==> src/rtl/core/motor_reply_frame_decoder_top_defines.svh <==
// ----------------------------------------------------------------------------
// Motor reply frame decoder assertion macros
// Concurrent check helpers, compiled out for synthesis.
// ----------------------------------------------------------------------------
`ifndef MOTOR_REPLY_FRAME_DECODER_TOP_DEFINES_SVH
`define MOTOR_REPLY_FRAME_DECODER_TOP_DEFINES_SVH

`ifndef SYNTHESIS
`define MRFD_ASSERT_IMPLY(label, ante, cons) \
    label: assert property (@(posedge clk) disable iff (!rst_n) (ante) |-> (cons)) \
        else $error("mrfd implication check failed");
`define MRFD_ASSERT_NEVER(label, cond) \
    label: assert property (@(posedge clk) disable iff (!rst_n) !(cond)) \
        else $error("mrfd forbidden condition seen");
`else
`define MRFD_ASSERT_IMPLY(label, ante, cons)
`define MRFD_ASSERT_NEVER(label, cond)
`endif

`endif

==> src/rtl/core/mrfd_pkg.sv <==
// ----------------------------------------------------------------------------
// Motor reply frame decoder package
// Shared constants, register indexes and inter-module records.
// ----------------------------------------------------------------------------
package mrfd_pkg;

    localparam logic [7:0] SYNC_FIRST    = 8'h12;
    localparam logic [7:0] SYNC_SECOND   = 8'h34;
    localparam logic [7:0] MAX_FRAME_LEN = 8'd40;
    localparam logic [7:0] MEAS_ID       = 8'd7;

    localparam int         LEN_W         = 6;
    localparam logic [5:0] MEAS_MIN_LEN  = 6'd11;
    localparam int         KEPT_BYTES    = 10;

    localparam logic [13:0] VOLT_SCALE   = 14'd15800;
    localparam logic signed [21:0] CURRENT_SCALE = 22'sd21;

    localparam logic [15:0] CURRENT_ZERO_RST = 16'd2100;

    localparam logic OP_FEED    = 1'b0;
    localparam logic OP_RESTART = 1'b1;

    localparam logic [1:0] REG_CURRENT_ZERO = 2'd0;
    localparam logic [1:0] REG_ANGLE_OFFSET = 2'd1;
    localparam logic [1:0] REG_REVERSE      = 2'd2;

    typedef struct packed {
        logic [15:0] current_zero;
        logic [15:0] angle_offset;
        logic        reverse;
    } cfg_t;

    typedef struct packed {
        logic [7:0]  frame_id;
        logic [7:0]  motor_status;
        logic        meas_valid;
        logic [15:0] raw_current;
        logic [15:0] raw_voltage;
        logic [15:0] raw_speed;
        logic [15:0] raw_angle;
    } frame_t;

endpackage

==> src/rtl/core/mrfd_regs.sv <==
// ----------------------------------------------------------------------------
// Motor reply frame decoder configuration registers
// APB-style register file for current zero, angle offset and reverse.
// ----------------------------------------------------------------------------
module mrfd_regs
    import mrfd_pkg::*;
(
    input  logic        clk,
    input  logic        rst_n,
    input  logic        psel,
    input  logic        penable,
    input  logic        pwrite,
    input  logic [3:0]  paddr,
    input  logic [31:0] pwdata,
    output logic [31:0] prdata,
    output logic        pready,
    output cfg_t        cfg
);

    cfg_t       cfg_reg;
    logic       wr_en;
    logic [1:0] reg_idx;

    assign pready  = 1'b1;
    assign reg_idx = paddr[3:2];
    assign wr_en   = psel && penable && pwrite && pready;
    assign cfg     = cfg_reg;

    always_ff @(posedge clk or negedge rst_n)
    begin
        if (!rst_n)
        begin
            cfg_reg.current_zero <= CURRENT_ZERO_RST;
            cfg_reg.angle_offset <= 16'd0;
            cfg_reg.reverse      <= 1'b0;
        end
        else if (wr_en)
        begin
            unique case (reg_idx)
                REG_CURRENT_ZERO: cfg_reg.current_zero <= pwdata[15:0];
                REG_ANGLE_OFFSET: cfg_reg.angle_offset <= pwdata[15:0];
                REG_REVERSE:      cfg_reg.reverse      <= pwdata[0];
                default:          ;
            endcase
        end
    end

    always_comb
    begin
        unique case (reg_idx)
            REG_CURRENT_ZERO: prdata = {16'd0, cfg_reg.current_zero};
            REG_ANGLE_OFFSET: prdata = {16'd0, cfg_reg.angle_offset};
            REG_REVERSE:      prdata = {31'd0, cfg_reg.reverse};
            default:          prdata = 32'd0;
        endcase
    end

endmodule

==> src/rtl/core/mrfd_parser.sv <==
// ----------------------------------------------------------------------------
// Motor reply frame decoder parser
// Sync hunt, length check and payload capture into a frame record register.
// ----------------------------------------------------------------------------
module mrfd_parser
    import mrfd_pkg::*;
(
    input  logic       clk,
    input  logic       rst_n,
    input  logic       in_valid,
    output logic       in_ready,
    input  logic       in_op,
    input  logic [7:0] in_byte,
    output logic       frame_valid,
    input  logic       frame_ready,
    output frame_t     frame
);

    typedef enum logic [1:0] {
        HUNT_SYNC1,
        HUNT_SYNC2,
        GET_LEN,
        PAYLOAD
    } hunt_t;

    hunt_t            state_reg, state_next;
    logic [LEN_W-1:0] len_reg, len_next;
    logic [LEN_W-1:0] count_reg, count_next;
    logic [7:0]       bytes_reg [KEPT_BYTES];
    logic [7:0]       view [KEPT_BYTES];
    logic             fvalid_reg;
    frame_t           frame_reg;
    frame_t           frame_next;

    logic             accept;
    logic             feed;
    logic [LEN_W-1:0] count_inc;
    logic             frame_end;

    assign in_ready    = !fvalid_reg || frame_ready;
    assign accept      = in_valid && in_ready;
    assign feed        = accept && (in_op == OP_FEED);
    assign count_inc   = count_reg + 1'b1;
    assign frame_end   = feed && (state_reg == PAYLOAD) && (count_inc >= len_reg);
    assign frame_valid = fvalid_reg;
    assign frame       = frame_reg;

    always_comb
    begin
        state_next = state_reg;
        len_next   = len_reg;
        count_next = count_reg;
        if (accept && (in_op == OP_RESTART))
        begin
            state_next = HUNT_SYNC1;
        end
        else if (feed)
        begin
            unique case (state_reg)
                HUNT_SYNC1:
                begin
                    if (in_byte == SYNC_FIRST)
                        state_next = HUNT_SYNC2;
                end
                HUNT_SYNC2:
                begin
                    state_next = (in_byte == SYNC_SECOND) ? GET_LEN : HUNT_SYNC1;
                end
                GET_LEN:
                begin
                    if (in_byte > MAX_FRAME_LEN)
                    begin
                        state_next = HUNT_SYNC1;
                    end
                    else
                    begin
                        len_next   = in_byte[LEN_W-1:0];
                        count_next = '0;
                        state_next = PAYLOAD;
                    end
                end
                PAYLOAD:
                begin
                    count_next = count_inc;
                    if (count_inc >= len_reg)
                        state_next = HUNT_SYNC1;
                end
                default: state_next = HUNT_SYNC1;
            endcase
        end
    end

    // merge the byte of this transfer into the stored payload
    always_comb
    begin
        for (int k = 0; k < KEPT_BYTES; k++)
            view[k] = (count_reg == LEN_W'(k)) ? in_byte : bytes_reg[k];
    end

    always_comb
    begin
        frame_next.frame_id     = view[0];
        frame_next.motor_status = (len_reg >= LEN_W'(2)) ? view[1] : 8'd0;
        frame_next.meas_valid   = (view[0] == MEAS_ID) && (len_reg >= MEAS_MIN_LEN);
        frame_next.raw_current  = {view[3], view[2]};
        frame_next.raw_voltage  = {view[5], view[4]};
        frame_next.raw_speed    = {view[7], view[6]};
        frame_next.raw_angle    = {view[9], view[8]};
    end

    always_ff @(posedge clk or negedge rst_n)
    begin
        if (!rst_n)
        begin
            state_reg  <= HUNT_SYNC1;
            len_reg    <= '0;
            count_reg  <= '0;
            fvalid_reg <= 1'b0;
            frame_reg  <= '0;
            for (int k = 0; k < KEPT_BYTES; k++)
                bytes_reg[k] <= 8'd0;
        end
        else
        begin
            state_reg <= state_next;
            len_reg   <= len_next;
            count_reg <= count_next;
            if (frame_end)
                fvalid_reg <= 1'b1;
            else if (frame_ready)
                fvalid_reg <= 1'b0;
            if (feed && (state_reg == PAYLOAD))
            begin
                for (int k = 0; k < KEPT_BYTES; k++)
                begin
                    if (count_reg == LEN_W'(k))
                        bytes_reg[k] <= in_byte;
                end
            end
            if (frame_end)
                frame_reg <= frame_next;
        end
    end

endmodule

==> src/rtl/core/mrfd_decode.sv <==
// ----------------------------------------------------------------------------
// Motor reply frame decoder measurement scaling
// Scales the raw measurement words and holds the result register.
// ----------------------------------------------------------------------------
module mrfd_decode
    import mrfd_pkg::*;
(
    input  logic        clk,
    input  logic        rst_n,
    input  cfg_t        cfg,
    input  logic        frame_valid,
    output logic        frame_ready,
    input  frame_t      frame,
    output logic        out_valid,
    input  logic        out_ready,
    output logic [95:0] out_data,
    output logic        out_meas
);

    logic               ovalid_reg;
    logic [95:0]        odata_reg;
    logic               omeas_reg;

    logic [29:0]        volt_prod;
    logic signed [16:0] cur_diff;
    logic signed [21:0] cur_prod;
    logic signed [16:0] spd_raw;
    logic signed [16:0] spd_val;
    logic [15:0]        ang_val;
    logic [95:0]        odata_next;

    assign frame_ready = !ovalid_reg || out_ready;
    assign out_valid   = ovalid_reg;
    assign out_data    = odata_reg;
    assign out_meas    = omeas_reg;

    always_comb
    begin
        volt_prod = {14'd0, frame.raw_voltage} * {16'd0, VOLT_SCALE};
        cur_diff  = $signed({1'b0, frame.raw_current}) - $signed({1'b0, cfg.current_zero});
        cur_prod  = $signed({{5{cur_diff[16]}}, cur_diff}) * CURRENT_SCALE;
        spd_raw   = $signed({frame.raw_speed[15], frame.raw_speed});
        spd_val   = cfg.reverse ? -spd_raw : spd_raw;
        ang_val   = frame.raw_angle - cfg.angle_offset;

        odata_next        = '0;
        odata_next[7:0]   = frame.frame_id;
        odata_next[15:8]  = frame.motor_status;
        if (frame.meas_valid)
        begin
            odata_next[35:16] = volt_prod[29:10];
            odata_next[56:36] = cur_prod[21:1];
            odata_next[73:57] = spd_val;
            odata_next[89:74] = ang_val;
        end
    end

    always_ff @(posedge clk or negedge rst_n)
    begin
        if (!rst_n)
            ovalid_reg <= 1'b0;
        else if (frame_ready)
            ovalid_reg <= frame_valid;
    end

    always_ff @(posedge clk)
    begin
        if (frame_ready && frame_valid)
        begin
            odata_reg <= odata_next;
            omeas_reg <= frame.meas_valid;
        end
    end

endmodule

==> src/rtl/core/motor_reply_frame_decoder_top.sv <==
// ----------------------------------------------------------------------------
// Motor reply frame decoder top level
// Byte stream in, one decoded reply record out per completed frame.
// ----------------------------------------------------------------------------
// Takes one link byte per cycle on the slave stream. A completed frame moves
// into a frame record register on the transfer of its last byte and from there
// moves into the result register once the result register is free. The byte
// stream stalls only while the frame record register is full and the result
// register is held by a stalled master side.
`include "motor_reply_frame_decoder_top_defines.svh"

module motor_reply_frame_decoder_top
    import mrfd_pkg::*;
(
    input  logic        clk,
    input  logic        rst_n,
    input  logic        s_tvalid,
    output logic        s_tready,
    input  logic [7:0]  s_tdata,   // [7:0] rx_byte
    input  logic [0:0]  s_tuser,   // [0] op
    output logic        m_tvalid,
    input  logic        m_tready,
    // [7:0] frame_id, [15:8] motor_status, [35:16] voltage_mv,
    // [56:36] current_ma, [73:57] speed_rpm, [89:74] angle, [95:90] zero
    output logic [95:0] m_tdata,
    output logic [0:0]  m_tuser,   // [0] meas_valid
    input  logic        psel,
    input  logic        penable,
    input  logic        pwrite,
    input  logic [3:0]  paddr,
    input  logic [31:0] pwdata,
    output logic [31:0] prdata,
    output logic        pready
);

    cfg_t   cfg;
    frame_t frame;
    logic   frame_valid;
    logic   frame_ready;

    mrfd_regs u_regs (
        .clk     (clk),
        .rst_n   (rst_n),
        .psel    (psel),
        .penable (penable),
        .pwrite  (pwrite),
        .paddr   (paddr),
        .pwdata  (pwdata),
        .prdata  (prdata),
        .pready  (pready),
        .cfg     (cfg)
    );

    mrfd_parser u_parser (
        .clk         (clk),
        .rst_n       (rst_n),
        .in_valid    (s_tvalid),
        .in_ready    (s_tready),
        .in_op       (s_tuser[0]),
        .in_byte     (s_tdata),
        .frame_valid (frame_valid),
        .frame_ready (frame_ready),
        .frame       (frame)
    );

    mrfd_decode u_decode (
        .clk         (clk),
        .rst_n       (rst_n),
        .cfg         (cfg),
        .frame_valid (frame_valid),
        .frame_ready (frame_ready),
        .frame       (frame),
        .out_valid   (m_tvalid),
        .out_ready   (m_tready),
        .out_data    (m_tdata),
        .out_meas    (m_tuser[0])
    );

    `MRFD_ASSERT_IMPLY(a_stall_only_when_full, !s_tready, frame_valid && m_tvalid && !m_tready)
    `MRFD_ASSERT_IMPLY(a_no_meas_zero, m_tvalid && !m_tuser[0], m_tdata[89:16] == 74'd0)
    `MRFD_ASSERT_NEVER(a_meas_id, m_tvalid && m_tuser[0] && (m_tdata[7:0] != MEAS_ID))

endmodule
==> config.mk <==
export PLATFORM = sky130hd
export DESIGN_NAME = motor_reply_frame_decoder_top
export DESIGN_NICKNAME = d
export VERILOG_FILES = /design/src/rtl/core/mrfd_pkg.sv /design/src/rtl/core/mrfd_regs.sv /design/src/rtl/core/mrfd_parser.sv /design/src/rtl/core/mrfd_decode.sv /design/src/rtl/core/motor_reply_frame_decoder_top.sv
export VERILOG_INCLUDE_DIRS = /design/src /design/src/rtl/core
export SDC_FILE = /design/constraint.sdc
export NUM_CORES = 1
export LEC_CHECK = 0
export BUFFER_PORTS_ARGS = -buffer_cell sky130_fd_sc_hd__buf_2
export CORE_MARGIN = 1
export CORE_UTILIZATION = 55
export DETAILED_ROUTE_END_ITERATION = 8
export GPL_TIMING_DRIVEN = 0
export PLACE_DENSITY = 0.77
export SKIP_LAST_GASP = 1
export SLEW_MARGIN = 20
export SYNTH_ARGS = -nofsm -noshare
export SYNTH_HDL_FRONTEND = slang
export SYNTH_SLANG_ARGS = --single-unit
==> constraint.sdc <==
create_clock -name clk -period 7.1 [get_ports clk]
set_input_delay 0.355 -clock clk [delete_from_list [all_inputs] [get_ports clk]]
set_output_delay 0.355 -clock clk [all_outputs]
set_load 0.02 [all_outputs]
==> qor.csv <==
stage;metric;value;unit
run_status;outcome;complete, no violations;
hold_path;hold_start;pwdata[10];
layout;area_delta_synth_final;12.5;%
die;pin_count;184;
logic_synthesis;synth-edff-count;91;
layout;largest_register_ffs;90;
die;num_rows;70;
setup_path;crit_required;7.36;ns
global_routing;grt_usage;26.5;%
setup_path;r2r-start;u_regs.cfg[19];
power_and_ir_drop;pwr-share-comb;68.0;%
power_and_ir_drop;p_clk_share;13.4;%
setup_path;crit_family;compound AO/OA/AOI/OAI gates;
timing;skew;0.0148;ns
global_routing;grt_max_degree;90;
layout;antenna_cells;0;
timing;finalSetupTns;0;ns
layout;final_core_util;63.2;%
timing;fin_crit_sh;78.5;%
placed_design;dpl_cell_area;22200;sq um
layout;final_nets;2498;
setup_path;critPathBufInv;4;
layout;fin_area;23300;sq um
drt;wl;49600;microns
drt;viasPerCell;5.54;
setup_path;cpMostUsedCell;ha_1;
timing;worst_pin_slew;0.794;ns
power_and_ir_drop;leakage;11.7;nW
global_routing;grt_first_pass_wirelength;79600;microns
clock_network;cts_tree;yes;
logic_synthesis;yosysSeqAreaShare;38.6;%
logic_synthesis;syn_area_per_cell;10.5;sq um
hold_path;holdPathStages;3;
timing;rsz0062_at_grt;false;
die;die_h;196;microns
setup_path;cpPeakStageDelay;0.58;ns
logic_synthesis;async_reset_ff_share;69.8;%
power_and_ir_drop;p_sw_share;46.0;%
layout;layout_commonest_cell;inv_1;
die;start_util;56.2;%
clock_network;clockBufferDepth;3;
setup_path;r2r_cells;19;
setup_path;path_class;reg -> reg;
global_routing;antenna_found_initial;0;
logic_synthesis;ys_types;73;
setup_path;worst_r2r_endpoint;u_decode.out_data[55];
placed_design;gp_congestion;0.937;
clock_network;htreeDepth;2;
die;die-width;196;microns
timing;fmax;0.180;GHz
power_and_ir_drop;p_int;6.83;mW
logic_synthesis;synth_seq_cells;301;
clock_network;cts_buffers;34;
drt;ant_nets;0;
logic_synthesis;synthTopCellsByArea;dfrtp_1 25%, edfxtp_1 13%, fa_1 11%;
clock_network;clock_tree.root_cell;clkbuf_16;
job;maxCapViolations;0;
global_routing;first_global_vias;15010;
timing;setup_slack;1.53;ns
timing;setup_violations;0;
drt;drc;0;
hold_path;hp-class;in -> reg;
setup_path;cp_max_fo;7;
global_routing;gr-total-overflow;0;
setup_path;critPathSlowestCell;o311ai_0;
power_and_ir_drop;power_density;542;nW/um^2
drt;vias;14942;
setup_path;worstPathArrival;5.83;ns
setup_path;r2r_slack;1.53;ns
placed_design;preCtsSetupSlack;1.60;ns
drt;first_pass_iters;5;
logic_synthesis;synth_top_flop_cell;dfrtp_1;
logic_synthesis;yosysWarnings;0;
setup_path;endpoint_kind;register;
drt;wl_per_cell;18.4;microns
setup_path;crit_chain;inv_1 > ha_1 > o21a_1 > o31a_1 > o31ai_1 > o21ai_0 > o311ai_0 > ha_1 > ha_1 > inv_1 > fa_1 > inv_1 > ha_1 > clkbuf_1 > a21o_1 > a21oi_1 > o21ai_0 > a221oi_1 > mux2i_1;
timing;final_max_slew_viol_count;0;
clock_network;cts_num_sinks;301;
clock_network;insertion_delay;0.54;ns
logic_synthesis;netlist_area;20700;sq um
power_and_ir_drop;seq_power_share;18.6;%
power_and_ir_drop;power.net_switching;5.81;mW
die;core_area;36900;sq um
drt;drt_iter0_drc;831;
timing;maxSlewHeadroom;47.1;%
layout;drive_gt1_share;16.5;%
hold_path;holdPathEnd;u_regs.cfg[27];
clock_network;path_clk_slew;0.06;ns
placed_design;portBuffers;142;
power_and_ir_drop;peakVddDrop;0.000450;V
die;dieArea;38400;sq um
logic_synthesis;synth_top_cell_area_share;24.9;%
timing;hold_viol_final;0;
logic_synthesis;netlist_instances;1967;
timing;period_minus_slack;5.57;ns
layout;mostFrequentLayoutCells;268 x inv_1, 206 x dfrtp_1, 167 x ha_1, 157 x buf_2, 127 x mux2i_1;
setup_path;start_kind;register;
placed_design;dp_hpwl;38400;microns
logic_synthesis;yosysTopAreaCell;dfrtp_1;
synthesized netlist by cell type (6+ instances only):
master     instances
fa_1             109
nand2_1           98
buf_2             16
nor2_2             7
a21o_1            28
o21ai_0           77
o2bb2ai_1          8
a31oi_1           62
nor3b_1            7
mux2_2            92
and2_1            12
o31ai_1            8
o21bai_1          10
dfrtp_1          206
nand2b_1          14
nor3_1            40
xor2_1            13
xnor2_1           40
o21a_1            21
ha_1             167
nor2b_1           11
nand4_1            9
nand3_1           20
a21oi_1          110
mux2i_1          127
buf_4             26
edfxtp_1          91
buf_1             16
inv_1            268
a211oi_1          12
clkbuf_1          48
nor2_1           100
o211ai_1           6
layer usage:
metal  wire length [microns]  vias up  global-route usage [%]
li1                        -     7142                       -
met1                   21800     7263                    35.3
met2                   23600      437                    44.4
met3                    2450      100                    3.28
met4                    1810        0                    9.81
met5                       0        -                       0
stage by stage:
step | hold WS [ns] | total power [mW] | std cells
floorplan | 0.0594 | 9.14 | 1988
global placement | 0.440 | 10.7 | 2634
detailed placement | 0.318 | 10.8 | 2637
CTS | 0.0265 | 12.6 | 2696
global route | 0.0480 | 13.9 | 2696
finish | 0.0389 | 12.6 | 2696
worst reg2reg max path: stages, from the launching register on:
cell and delay (ns):
dfstp_2 0.53, inv_1 0.06, ha_1 0.36, o21a_1 0.20
o31a_1 0.15, o31ai_1 0.49, o21ai_0 0.25, o311ai_0 0.58
ha_1 0.36, ha_1 0.29, inv_1 0.05, fa_1 0.53
inv_1 0.05, ha_1 0.27, clkbuf_1 0.17, a21o_1 0.20
a21oi_1 0.14, o21ai_0 0.11, a221oi_1 0.38, mux2i_1 0.13
power by group through the flow:
stage               Clock (mW)  Combinational [mW]  Sequential (mW)
global placement             0                8.28             2.38
CTS                       1.72                8.55             2.35
floorplan                    0                6.80             2.35
finish                    1.69                8.59             2.35
detailed placement           0                8.47             2.38
global route              1.79                9.76             2.36
cell families (layout without fill, tap and decap cells):
group           Yosys count  after routing  share of synthesized area [%]
xor+xnor                 53             53                           2.24
fa+ha+maj               276            276                           20.6
buf+inv                 375            579                           7.37
flops                   301            301                           38.6
mux                     219            219                           11.1
compound gates          389            389                           11.8
simple gates            352            352                           8.23
other cells               2             23                         0.0363
final cells by class:
cell class	instances	area, sq um
multi-input combinational	1312	11300
clock inverter	7	67.6
timing repair buffer	146	813
tap	504	631
inverter	268	1010
sequential	301	7990
buffer	107	520
clock buffer	51	996
fill	2943	13600
how the worst max path moves through the flow:
stage                                  start                    end  slack [ns]  depth (start not counted)
after floorplan           u_parser.frame[38]  u_decode.out_data[28]        2.17                         17
after global placement    u_parser.frame[38]  u_decode.out_data[35]        1.71                         17
after detailed placement      u_regs.cfg[19]  u_decode.out_data[55]        1.60                         19
after CTS                     u_regs.cfg[19]  u_decode.out_data[55]        1.56                         19
after global routing          u_regs.cfg[19]  u_decode.out_data[55]        1.17                         19
final                         u_regs.cfg[19]  u_decode.out_data[55]        1.53                         19
timing repair:
item                      CTS  global route
gates resized for setup     0             0
setup buffers               0             0
hold buffers                1             0
hold endpoints to repair   57             0
(Power assumes the default switching activity.)
